$ cat src/rtl/core/ppc_pkg.sv
// ----------------------------------------------------------------------------
// ppc_pkg: shared types and constants for the periodic partition classifier
// Coordinate, register and pipeline word types used across the core.
// ----------------------------------------------------------------------------
`default_nettype none

package ppc_pkg;

    localparam int COORD_BITS   = 32;
    localparam int REG_BITS     = 31;
    localparam int NUM_AXES     = 3;
    localparam int CFG_IDX_BITS = 4;
    localparam int DIST_BITS    = REG_BITS + 2;

    typedef enum logic [CFG_IDX_BITS-1:0] {
        CFG_BOX_SIDE    = 4'd0,
        CFG_CENTER_X    = 4'd1,
        CFG_CENTER_Y    = 4'd2,
        CFG_CENTER_Z    = 4'd3,
        CFG_HALF_SIZE_X = 4'd4,
        CFG_HALF_SIZE_Y = 4'd5,
        CFG_HALF_SIZE_Z = 4'd6,
        CFG_OVERLAP     = 4'd7
    } cfg_idx_t;

    typedef struct packed {
        logic signed [COORD_BITS-1:0] pos_x;
        logic signed [COORD_BITS-1:0] pos_y;
        logic signed [COORD_BITS-1:0] pos_z;
    } ppc_in_t;

    typedef struct packed {
        logic in_partition;
        logic in_boundary;
    } ppc_out_t;

    typedef struct packed {
        logic [REG_BITS-1:0]                box_side;
        logic [NUM_AXES-1:0][REG_BITS-1:0]  center;
        logic [NUM_AXES-1:0][REG_BITS-1:0]  half_size;
        logic [REG_BITS-1:0]                overlap;
    } ppc_cfg_t;

    typedef struct packed {
        logic [NUM_AXES-1:0]                  neg;
        logic [NUM_AXES-1:0][COORD_BITS-1:0]  dvd;
        logic [NUM_AXES-1:0][REG_BITS-1:0]    rem;
    } ppc_cell_t;

endpackage

`default_nettype wire

$ cat src/rtl/core/ppc_mod_cell.sv
// ----------------------------------------------------------------------------
// ppc_mod_cell: one restoring modulo step for all three axes
// Shifts one dividend bit into each partial remainder and subtracts the box.
// ----------------------------------------------------------------------------
`default_nettype none

module ppc_mod_cell (
    input  wire logic                   aclk,
    input  wire logic                   aresetn,
    input  wire logic                   in_valid,
    output logic                        in_ready,
    input  wire ppc_pkg::ppc_cell_t     in_data,
    input  wire logic [ppc_pkg::REG_BITS-1:0] box_side,
    output logic                        out_valid,
    input  wire logic                   out_ready,
    output ppc_pkg::ppc_cell_t          out_data
);
    import ppc_pkg::*;

    logic      valid_reg;
    ppc_cell_t data_reg;
    ppc_cell_t data_next;
    logic [REG_BITS:0] trial [NUM_AXES];

    always_comb begin
        data_next     = in_data;
        for (int a = 0; a < NUM_AXES; a++) begin
            trial[a] = {in_data.rem[a], in_data.dvd[a][COORD_BITS-1]};
            if (trial[a] >= {1'b0, box_side}) begin
                trial[a] = trial[a] - {1'b0, box_side};
            end
            data_next.rem[a] = trial[a][REG_BITS-1:0];
            data_next.dvd[a] = {in_data.dvd[a][COORD_BITS-2:0], 1'b0};
        end
    end

    assign in_ready  = !valid_reg || out_ready;
    assign out_valid = valid_reg;
    assign out_data  = data_reg;

    always_ff @(posedge aclk) begin
        if (!aresetn) begin
            valid_reg <= 1'b0;
        end else if (in_ready) begin
            valid_reg <= in_valid;
        end
    end

    always_ff @(posedge aclk) begin
        if (in_ready && in_valid) begin
            data_reg <= data_next;
        end
    end

endmodule

`default_nettype wire

$ cat config.mk
export PLATFORM = sky130hd
export DESIGN_NAME = ppc_mod_cell
export DESIGN_NICKNAME = d
export VERILOG_FILES = /design/src/rtl/core/ppc_pkg.sv /design/src/rtl/core/ppc_mod_cell.sv
export SDC_FILE = /design/constraint.sdc
export NUM_CORES = 1
export LEC_CHECK = 0
export ABC_AREA = 1
export BUFFER_PORTS_ARGS = -buffer_cell sky130_fd_sc_hd__buf_2
export CORE_MARGIN = 8
export CORE_UTILIZATION = 24
export DETAILED_ROUTE_END_ITERATION = 12
export PLACE_DENSITY = 0.47
export RECOVER_POWER = 50
export REMOVE_ABC_BUFFERS = 1
export SETUP_SLACK_MARGIN = 0.3
export SYNTH_ARGS = -nofsm -noshare
export SYNTH_HDL_FRONTEND = slang
export SYNTH_SLANG_ARGS = --single-unit
$ cat constraint.sdc
create_clock -name aclk -period 34.7 [get_ports aclk]
set_input_delay 10.41 -clock aclk [delete_from_list [all_inputs] [get_ports aclk]]
set_output_delay 10.41 -clock aclk [all_outputs]
set_load 0.02 [all_outputs]
==> results.py <==
metrics = {
    "global_route": {
        "grt_pass1_wl_mm": 89.2,
        "grt_pass1_vias": 13900,
        "grt_max_degree": 77,
        "grt_use_total_pct": 18.0,
        "antenna_found_initial": 14,
        "grt_overflow": 0,
    },
    "run_status": {
        "violations": "max-capacitance violations, max-slew violations",
        "status": "finished, violations left",
    },
    "setup_path": {
        "criticalPathCategory": "input pin to output port",
        "cp-end-kind": "output port",
        "worstRegToRegCells": 3,
        "crit_path_max_incr_delay_ps": 160,
        "critPathArrivalTime_ps": 10840,
        "cp-start-kind": "input pin",
        "r2r_start": "out_valid$_SDFFE_PN0N_",
        "cpMostUsedCell": "buf_2",
        "crit_buf_inv": 3,
        "reg2reg_setup_slack_ps": 29940,
        "slowest_stage": "buf_2",
        "r2r_end": "out_data[154]$_DFFE_PP_",
        "cp.required_ps": 24290,
        "cp_max_fo": 2,
        "path_cells": "buf_2 -> inv_1 -> nand2_1 -> buf_2",
        "cpLargestDelayFamily": "buffers and inverters",
    },
    "cells_and_area": {
        "final_nets": 2774,
        "final_cells": 3236,
        "syn_to_final_growth_pct": 23.4,
        "fillCellCount": 6643,
        "antenna_cells": 0,
        "layout-drive-gt1-share_pct": 14.6,
    },
    "power_and_ir_drop": {
        "ir_worst_vdd_mv": 0.0380,
        "total_power_mw": 0.712,
        "leakagePower_nw": 9.44,
        "p_per_area_mw_per_mm2": 40.5,
    },
    "floorplanning": {
        "die_h_um": 260,
        "num_rows": 89,
        "start_util_pct": 24.2,
        "core_area_mm2": 0.0589,
        "dieArea_mm2": 0.0674,
        "io_pins": 421,
        "die_width_um": 260,
    },
    "worst_hold_path": {
        "hold_end": "out_valid$_SDFFE_PN0N_",
        "whs_path_depth": 2,
        "holdCritStartpoint": "out_valid$_SDFFE_PN0N_",
        "hold_path.class": "flip-flop to flip-flop",
    },
    "synthesis": {
        "async_reset_ff_share_pct": 0,
        "synth_top_area_share_pct": 39.8,
        "seq_area_frac_synth_pct": 40.0,
        "synth_cell_types": 31,
        "synth-seq-cells": 190,
        "ys.flop_type": "edfxtp_1",
        "syn_area_per_cell_um2": 7.01,
        "syn_area_mm2": 0.0142,
        "yosysWarnings": 0,
        "synth_edf_count": 189,
        "synth_top_area_cell": "edfxtp_1",
        "syn_inst": 2031,
        "synth_area_leaders": "edfxtp_1, nand2_1, inv_1, ha_1, nand3_1",
    },
    "drt": {
        "firstDrtPassIters": 5,
        "detail-route-antenna-nets": 0,
        "vias_per_cell": 4.30,
        "finalWirelength_mm": 62.2,
        "initialDrtViolationCount": 680,
        "drcViolationCount": 0,
        "num_vias": 13900,
        "wl_per_cell_um": 19.2,
    },
    "timing": {
        "rsz0062_at_grt": "false",
        "period_minus_slack_ps": 21250,
        "setup_viol": 0,
        "maxSlewViolCount": 68,
        "finalSetupTns_ps": 0,
        "hold_viol": 0,
        "fin_crit_sh_pct": 61.2,
        "fmaxAchievable_ghz": 0.0471,
        "slew_headroom_pct": -158,
        "hold_ws_ps": 562,
        "finClkSkew_ps": 12.0,
        "layout_setup_ws_ps": 13450,
        "worst_slew_pin_slew_ps": 3880,
    },
    "job": {
        "max_cap_viol_count": 1,
    },
    "clock_network": {
        "clockBufferDepth": 2,
        "cts.htree.levels": 4,
        "cts_buffers": 17,
        "cts_resized": 0,
        "cts_hold_buf": 0,
        "cts_tree": "built",
        "cts.clk_slew.worst_paths_ps": 70,
        "cts_root_buf": "clkbuf_16",
        "post-cts-setup-buffers": 0,
        "cts_sinks": 190,
        "clk_latency_ps": 480,
    },
    "placed_design": {
        "numPortBuffers": 417,
        "post-place-cells": 3205,
        "hpwl_mm": 52.1,
        "gp_congestion": 0.899,
        "place_ws_ps": 13450,
    },
}
## metal layers
layer  vias up  global-route usage (%)  part of all wire [%]
met5         -                       0                 0.088
met4         8                    4.16                   1.5
met3        50                    4.30                   6.8
met2       437                    33.3                    50
met1      6336                    20.8                    41
li1       7095                       -                     -
## kinds of logic (layout without fill, tap and decap cells)
logic type | Yosys count | in the layout | synth area share, %
compound gates | 71 | 71 | 2.70
buf+inv | 436 | 866 | 12.0
simple gates | 1195 | 1195 | 34.1
fa+ha+maj | 96 | 96 | 8.59
flops | 190 | 190 | 40.0
other cells | 1 | 3 | 0.0263
xor+xnor | 42 | 42 | 2.58
## cell usage after synthesis (4+ instances only)
| cell type | instances |
|---|---|
| a21oi_1 | 51 |
| and2_1 | 6 |
| and3_1 | 4 |
| buf_2 | 12 |
| buf_6 | 5 |
| edfxtp_1 | 189 |
| ha_1 | 93 |
| inv_1 | 400 |
| inv_2 | 15 |
| nand2_1 | 871 |
| nand2_2 | 10 |
| nand3_1 | 135 |
| nand3b_1 | 6 |
| nand4_1 | 18 |
| nor2_1 | 116 |
| nor2_2 | 6 |
| nor2_4 | 5 |
| nor3_1 | 11 |
| o21ai_0 | 8 |
| o21bai_1 | 9 |
| or2_2 | 6 |
| xor2_1 | 42 |
## placed cells by master, fill, tap and decap left out, types with 6 or more instances in the layout
cell,instances
a21oi_1,50
and2_1,6
buf_2,282
clkbuf_1,136
clkbuf_16,17
edfxtp_1,189
ha_1,93
inv_1,400
inv_2,15
nand2_1,871
nand2_2,10
nand3_1,135
nand3b_1,6
nand4_1,18
nor2_1,116
nor2_2,6
nor3_1,11
o21ai_0,8
o21bai_1,9
or2_2,6
xor2_1,42
## sequential cells by signal (all words and copies together), names as in the netlist
name / cells
out_valid: 1
out_data: 189
## cell type report
cell class / instances / area, µm² / area share [%]
Timing Repair Buffer: 420 / 1940 / 11.0
Multi-Input combinational cell: 1407 / 6860 / 39.0
Clock inverter: 14 / 133 / 0.755
Clock buffer: 17 / 425 / 2.42
Tap cell: 773 / 967 / 5.50
Sequential cell: 190 / 5700 / 32.4
Inverter: 415 / 1560 / 8.86
## metrics by stage
step | area (µm²) | util (%)
6_report | 17600 | 29.8
5_1_grt | 17600 | 29.8
4_1_cts | 17700 | 30.1
3_5_place_dp | 17200 | 29.2
3_3_place_gp | 17200 | 29.2
2_1_floorplan | 14100 | -
## power by group
part,switching (mW),internal [mW]
logic,0.158,0.0680
registers,0.00743,0.281
clock network,0.103,0.0941
total,0.269,0.443
## worst max path at each step
stage,startpoint,to,slack [ps],cells past startpoint
detailed placement,out_ready,in_ready,13450,4
global placement,out_ready,in_ready,13430,4
CTS,out_ready,in_ready,13450,4
floorplan,out_ready,in_ready,13690,2
finish,out_ready,in_ready,13450,4
global route,out_ready,in_ready,13410,4
## worst reg2reg max path, cell delays in order, from the launching register on
cell and delay (ps):
dfxtp_1 350, a21oi_4 140, clkbuf_1 2740, buf_4 1110
Note: power is estimated with default switching activity, not from simulation.
