[src/rtl/core/ppc_pkg.sv]
// ----------------------------------------------------------------------------
// ppc_pkg: shared types and constants for the periodic partition classifier
// Coordinate, register and pipeline word types used across the core.
// ----------------------------------------------------------------------------
`default_nettype none

package ppc_pkg;

    localparam int COORD_BITS   = 32;
    localparam int REG_BITS     = 31;
    localparam int NUM_AXES     = 3;
    localparam int CFG_IDX_BITS = 4;
    localparam int DIST_BITS    = REG_BITS + 2;

    typedef enum logic [CFG_IDX_BITS-1:0] {
        CFG_BOX_SIDE    = 4'd0,
        CFG_CENTER_X    = 4'd1,
        CFG_CENTER_Y    = 4'd2,
        CFG_CENTER_Z    = 4'd3,
        CFG_HALF_SIZE_X = 4'd4,
        CFG_HALF_SIZE_Y = 4'd5,
        CFG_HALF_SIZE_Z = 4'd6,
        CFG_OVERLAP     = 4'd7
    } cfg_idx_t;

    typedef struct packed {
        logic signed [COORD_BITS-1:0] pos_x;
        logic signed [COORD_BITS-1:0] pos_y;
        logic signed [COORD_BITS-1:0] pos_z;
    } ppc_in_t;

    typedef struct packed {
        logic in_partition;
        logic in_boundary;
    } ppc_out_t;

    typedef struct packed {
        logic [REG_BITS-1:0]                box_side;
        logic [NUM_AXES-1:0][REG_BITS-1:0]  center;
        logic [NUM_AXES-1:0][REG_BITS-1:0]  half_size;
        logic [REG_BITS-1:0]                overlap;
    } ppc_cfg_t;

    typedef struct packed {
        logic [NUM_AXES-1:0]                  neg;
        logic [NUM_AXES-1:0][COORD_BITS-1:0]  dvd;
        logic [NUM_AXES-1:0][REG_BITS-1:0]    rem;
    } ppc_cell_t;

endpackage

`default_nettype wire

[src/rtl/core/ppc_classify.sv]
// ----------------------------------------------------------------------------
// ppc_classify: wrap, minimum-image distance and band compare
// Four registered stages after the modulo chain; the last is the output.
// ----------------------------------------------------------------------------
`default_nettype none

module ppc_classify (
    input  wire logic                   aclk,
    input  wire logic                   aresetn,
    input  wire logic                   in_valid,
    output logic                        in_ready,
    input  wire ppc_pkg::ppc_cell_t     in_data,
    input  wire ppc_pkg::ppc_cfg_t      cfg,
    output logic                        out_valid,
    input  wire logic                   out_ready,
    output ppc_pkg::ppc_out_t           out_data
);
    import ppc_pkg::*;

    logic v1_reg, v2_reg, v3_reg, v4_reg;
    logic r1, r2, r3, r4;

    logic [NUM_AXES-1:0][REG_BITS-1:0]  wrap_reg, wrap_next;
    logic [NUM_AXES-1:0][REG_BITS-1:0]  off_reg, off_next;
    logic signed [DIST_BITS-1:0]        dist_reg [NUM_AXES];
    logic signed [DIST_BITS-1:0]        dist_next [NUM_AXES];
    logic signed [DIST_BITS-1:0]        inv [NUM_AXES];
    logic signed [DIST_BITS-1:0]        h_ext, h_plus, h_minus;
    ppc_out_t                           res_reg, res_next;
    logic in_part, within_outer, beyond_inner;

    assign r4 = !v4_reg || out_ready;
    assign r3 = !v3_reg || r4;
    assign r2 = !v2_reg || r3;
    assign r1 = !v1_reg || r2;
    assign in_ready  = r1;
    assign out_valid = v4_reg;
    assign out_data  = res_reg;

    always_comb begin
        for (int a = 0; a < NUM_AXES; a++) begin
            if (in_data.neg[a] && (in_data.rem[a] != '0)) begin
                wrap_next[a] = cfg.box_side - in_data.rem[a];
            end else begin
                wrap_next[a] = in_data.rem[a];
            end
            if (wrap_reg[a] >= cfg.center[a]) begin
                off_next[a] = wrap_reg[a] - cfg.center[a];
            end else begin
                off_next[a] = cfg.center[a] - wrap_reg[a];
            end
            inv[a] = $signed({2'b00, cfg.box_side}) - $signed({2'b00, off_reg[a]});
            if ({1'b0, cfg.box_side} < {off_reg[a], 1'b0}) begin
                dist_next[a] = inv[a];
            end else begin
                dist_next[a] = $signed({2'b00, off_reg[a]});
            end
        end
    end

    always_comb begin
        in_part      = 1'b1;
        within_outer = 1'b1;
        beyond_inner = 1'b0;
        h_ext        = '0;
        h_plus       = '0;
        h_minus      = '0;
        for (int a = 0; a < NUM_AXES; a++) begin
            h_ext   = $signed({2'b00, cfg.half_size[a]});
            h_plus  = h_ext + $signed({2'b00, cfg.overlap});
            h_minus = h_ext - $signed({2'b00, cfg.overlap});
            if (dist_reg[a] > h_ext) begin
                in_part = 1'b0;
            end
            if (dist_reg[a] > h_plus) begin
                within_outer = 1'b0;
            end
            if (dist_reg[a] > h_minus) begin
                beyond_inner = 1'b1;
            end
        end
        res_next.in_partition = in_part && (cfg.box_side != '0);
        res_next.in_boundary  = within_outer && beyond_inner && (cfg.box_side != '0);
    end

    always_ff @(posedge aclk) begin
        if (!aresetn) begin
            v1_reg <= 1'b0;
            v2_reg <= 1'b0;
            v3_reg <= 1'b0;
            v4_reg <= 1'b0;
        end else begin
            if (r1) begin
                v1_reg <= in_valid;
            end
            if (r2) begin
                v2_reg <= v1_reg;
            end
            if (r3) begin
                v3_reg <= v2_reg;
            end
            if (r4) begin
                v4_reg <= v3_reg;
            end
        end
    end

    always_ff @(posedge aclk) begin
        if (r1 && in_valid) begin
            wrap_reg <= wrap_next;
        end
        if (r2 && v1_reg) begin
            off_reg <= off_next;
        end
        if (r3 && v2_reg) begin
            for (int a = 0; a < NUM_AXES; a++) begin
                dist_reg[a] <= dist_next[a];
            end
        end
        if (r4 && v3_reg) begin
            res_reg <= res_next;
        end
    end

endmodule

`default_nettype wire

[config.mk]
export PLATFORM = sky130hd
export DESIGN_NAME = ppc_classify
export DESIGN_NICKNAME = d
export VERILOG_FILES = /design/src/rtl/core/ppc_pkg.sv /design/src/rtl/core/ppc_classify.sv
export SDC_FILE = /design/constraint.sdc
export NUM_CORES = 2
export LEC_CHECK = 0
export BUFFER_PORTS_ARGS = -buffer_cell sky130_fd_sc_hd__buf_2
export CORE_ASPECT_RATIO = 1.5
export CORE_MARGIN = 2
export CORE_UTILIZATION = 63
export DETAILED_ROUTE_END_ITERATION = 8
export GPL_TIMING_DRIVEN = 0
export PLACE_DENSITY = 0.84
export SKIP_CTS_REPAIR_TIMING = 1
export SLEW_MARGIN = 25
export SYNTH_ARGS = -nofsm -noshare
export SYNTH_HDL_FRONTEND = slang
export SYNTH_SLANG_ARGS = --single-unit
[constraint.sdc]
create_clock -name aclk -period 25.8 [get_ports aclk]
set_clock_uncertainty 0.1 [all_clocks]
set_input_delay 2.58 -clock aclk [delete_from_list [all_inputs] [get_ports aclk]]
set_output_delay 2.58 -clock aclk [all_outputs]
set_load 0.02 [all_outputs]
==> metrics.cfg <==
[global_route]
antenna_found_initial=30
grt_max_degree=32
overflow=0
grt_pass1_wl_um=257000
grt_pass1_vias=46100
grt_usage=0.425

[drt]
drtPass1Iterations=5
ant_nets=0
vias_per_cell=6.36
wirelength_um=170000
first_iter_violations=3176
route.detailed.wl_per_inst_um=23.0
num_vias=47000
drc=0

[hold_path]
min_from=v3_reg
hp-class=reg -> reg

[setup_path]
start_kind=input pin
critPathCaptureType=flip-flop
worstPathRequired_ps=26040
cp_cell_sequence=buf_2, inv_1, fa_1, a21oi_1, o21ai_1, a2111oi_0, a21oi_1, a41oi_1, o41ai_1, a211o_1, a31o_1, a21oi_1, xor2_1, ha_1, nand3_1, nor4_1, nand3_1, o221ai_1, a221oi_1, mux2i_1, or4_1, o211a_1
cp_common_cell=a21oi_1
cp_data_arrival_time_ps=9070
cp_num_buf_inv=2
startpoint=cfg[1]
critPathMaxStageDelay_ps=720
path_max_fanout=9
critPathTopFamily=compound AO/OA/AOI/OAI gates
r2r_start=wrap_reg[22]
r2r_slack_ps=21460
slowest_stage=a41oi_1
criticalPathCategory=in -> reg

[layout]
multiInputGateArea_um2=35800
largest_reg_flops=96
nFillCells=6423
fin_nets=7743
seq_area_um2=8610
final_common_cell=ha_1
drive_gt1_frac=0.0866
layout_common_cells=ha_1, inv_1, a21oi_1, buf_2, o21ai_0
area_growth_pct=8.92

[power_and_ir_drop]
ir_drop_mv=0.0480
powerDensity_nw_per_um2=50.3
leakage_nw=25.2
power_mw=2.61

[floorplan]
core.rowCount=123
dieWidth_um=229
start_util=0.636
dieHeight_um=341
io_pins=448
core_area_um2=74900
die_area_um2=77900

[synthesis]
synth_seq_area_share=0.181
synth-main-ff-cell=edfxtp_1
ys_warn_count=0
synth-async-reset-ratio=0
synth-edff-count=284
synth_seq_cells=288
syn-cell-area_um2=47700
ys_types=98
postSynthAreaPerCell_um2=7.99
syn-num-nets=7353
netlist_instances=5964

[cts]
cts_tree=yes
cts-root-buf=clkbuf_16
clk_pin_slew_ps=70
htreeDepth=1
clkSinkCount=288
cts_buffers=27
clock_latency_ps=580
cts_max_path_buffers=3

[timing]
setup_tns_ps=0
finalCriticalPeriod_ps=8840
worst_slew_pin_slew_ps=1020
hold_violations=0
period_share=0.343
whs_ps=377
slew_violations=0
fmax_mhz=113
rsz0062_at_grt=no
layout_setup_ws_ps=16960
setup_violations=0
relSlewSlack=0.300

[place]
place_congestion=1.02
io_buffers=350
place_ws_ps=16680
dp_hpwl_um=140000

[run]
maxCapViolations=0

[status]
outcome=completed

==> worst reg2reg max path, stage by stage (launching register included) <==
cell and delay, ps:
edfxtp_1 470, ha_1 320, clkbuf_1 340, nand4_1 340
nor3_1 450, a41oi_1 240, o21ai_1 170, a31o_2 160
a21o_1 80, buf_2 240, mux2i_1 240, o211ai_1 260
a211oi_1 500, xnor2_1 160
==> synthesized netlist by cell type, drive strengths merged (16+ instances only) <==
| library cell | count | area [µm²] |
|---|---|---|
| a21boi | 21 | 158 |
| edfxtp | 284 | 8530 |
| a221oi | 23 | 214 |
| a211oi | 62 | 470 |
| clkbuf | 115 | 433 |
| o211ai | 31 | 238 |
| buf | 57 | 292 |
| a2111oi | 24 | 248 |
| o21ai | 433 | 2170 |
| nand2b | 87 | 544 |
| xor2 | 119 | 1040 |
| nor2b | 81 | 507 |
| or2 | 16 | 100 |
| inv | 690 | 2590 |
| mux2i | 61 | 611 |
| nand4 | 124 | 776 |
| a211o | 16 | 140 |
| nor2 | 368 | 1380 |
| nor3 | 110 | 561 |
| or3 | 36 | 225 |
| o31ai | 57 | 453 |
| o21bai | 107 | 803 |
| ha | 927 | 11600 |
| a21oi | 614 | 3080 |
| xnor2 | 283 | 2480 |
| a31oi | 43 | 288 |
| a31o | 16 | 140 |
| mux2 | 23 | 259 |
| nand2 | 354 | 1330 |
| and2 | 21 | 131 |
| a21o | 308 | 2310 |
| nand3 | 96 | 480 |
| nor4 | 59 | 375 |
| fa | 18 | 360 |
| o21a | 71 | 533 |
| and3 | 26 | 163 |
==> power breakdown <==
group | total (mW) | internal (mW) | switching, mW
combinational | 1.54 | 0.613 | 0.931
sequential | 0.658 | 0.616 | 0.0417
clock | 0.409 | 0.218 | 0.191
==> cells by family (layout without fill, tap and decap cells) <==
logic type	after synthesis	after routing	synth area share
adders and majority gates	945	945	0.251
xor gates and xnor gates	402	402	0.0738
AOI/OAI and AO/OA	1957	1957	0.261
buffers and inverters	865	1275	0.0697
other	0	20	0
DFF	288	288	0.181
muxes	84	84	0.0182
and+or+nand+nor	1423	1423	0.146
==> cell type report <==
class,count,share of cell area
multi-input cells,4811,0.689
plain buffers,172,0.0139
clock inverters,21,0.00400
repair buffers,361,0.0391
inverters,693,0.0501
diodes,20,0.000964
well taps,1000,0.0241
clock buffers,28,0.0131
flip-flops and latches,288,0.166
==> final timing paths <==
path | end | cells past startpoint
setup / recovery | out_data[0] | 22
hold / removal | out_valid | 1
setup reg to reg | off_reg[28] | 13
hold reg to reg | out_valid | 1
==> metrics by stage <==
| step | cell area, µm² | instances | util |
|---|---|---|---|
| 6_report | 51900 | 7394 | 0.693 |
| 5_1_grt | 51900 | 7383 | 0.693 |
| 4_1_cts | 51900 | 7374 | 0.692 |
| 3_5_place_dp | 51000 | 7325 | 0.680 |
| 3_3_place_gp | 50700 | 7314 | 0.676 |
| 2_1_floorplan | 47700 | 5964 | - |
==> per-layer routing <==
layer | GRT usage | vias to the layer above | wire, µm
met5 | 0 | - | 180
met4 | 0.403 | 28 | 19400
met3 | 0.0737 | 710 | 13800
met2 | 0.696 | 2213 | 75400
met1 | 0.466 | 21700 | 61600
li1 | - | 22400 | -
Power figures use the tool's default switching activity.
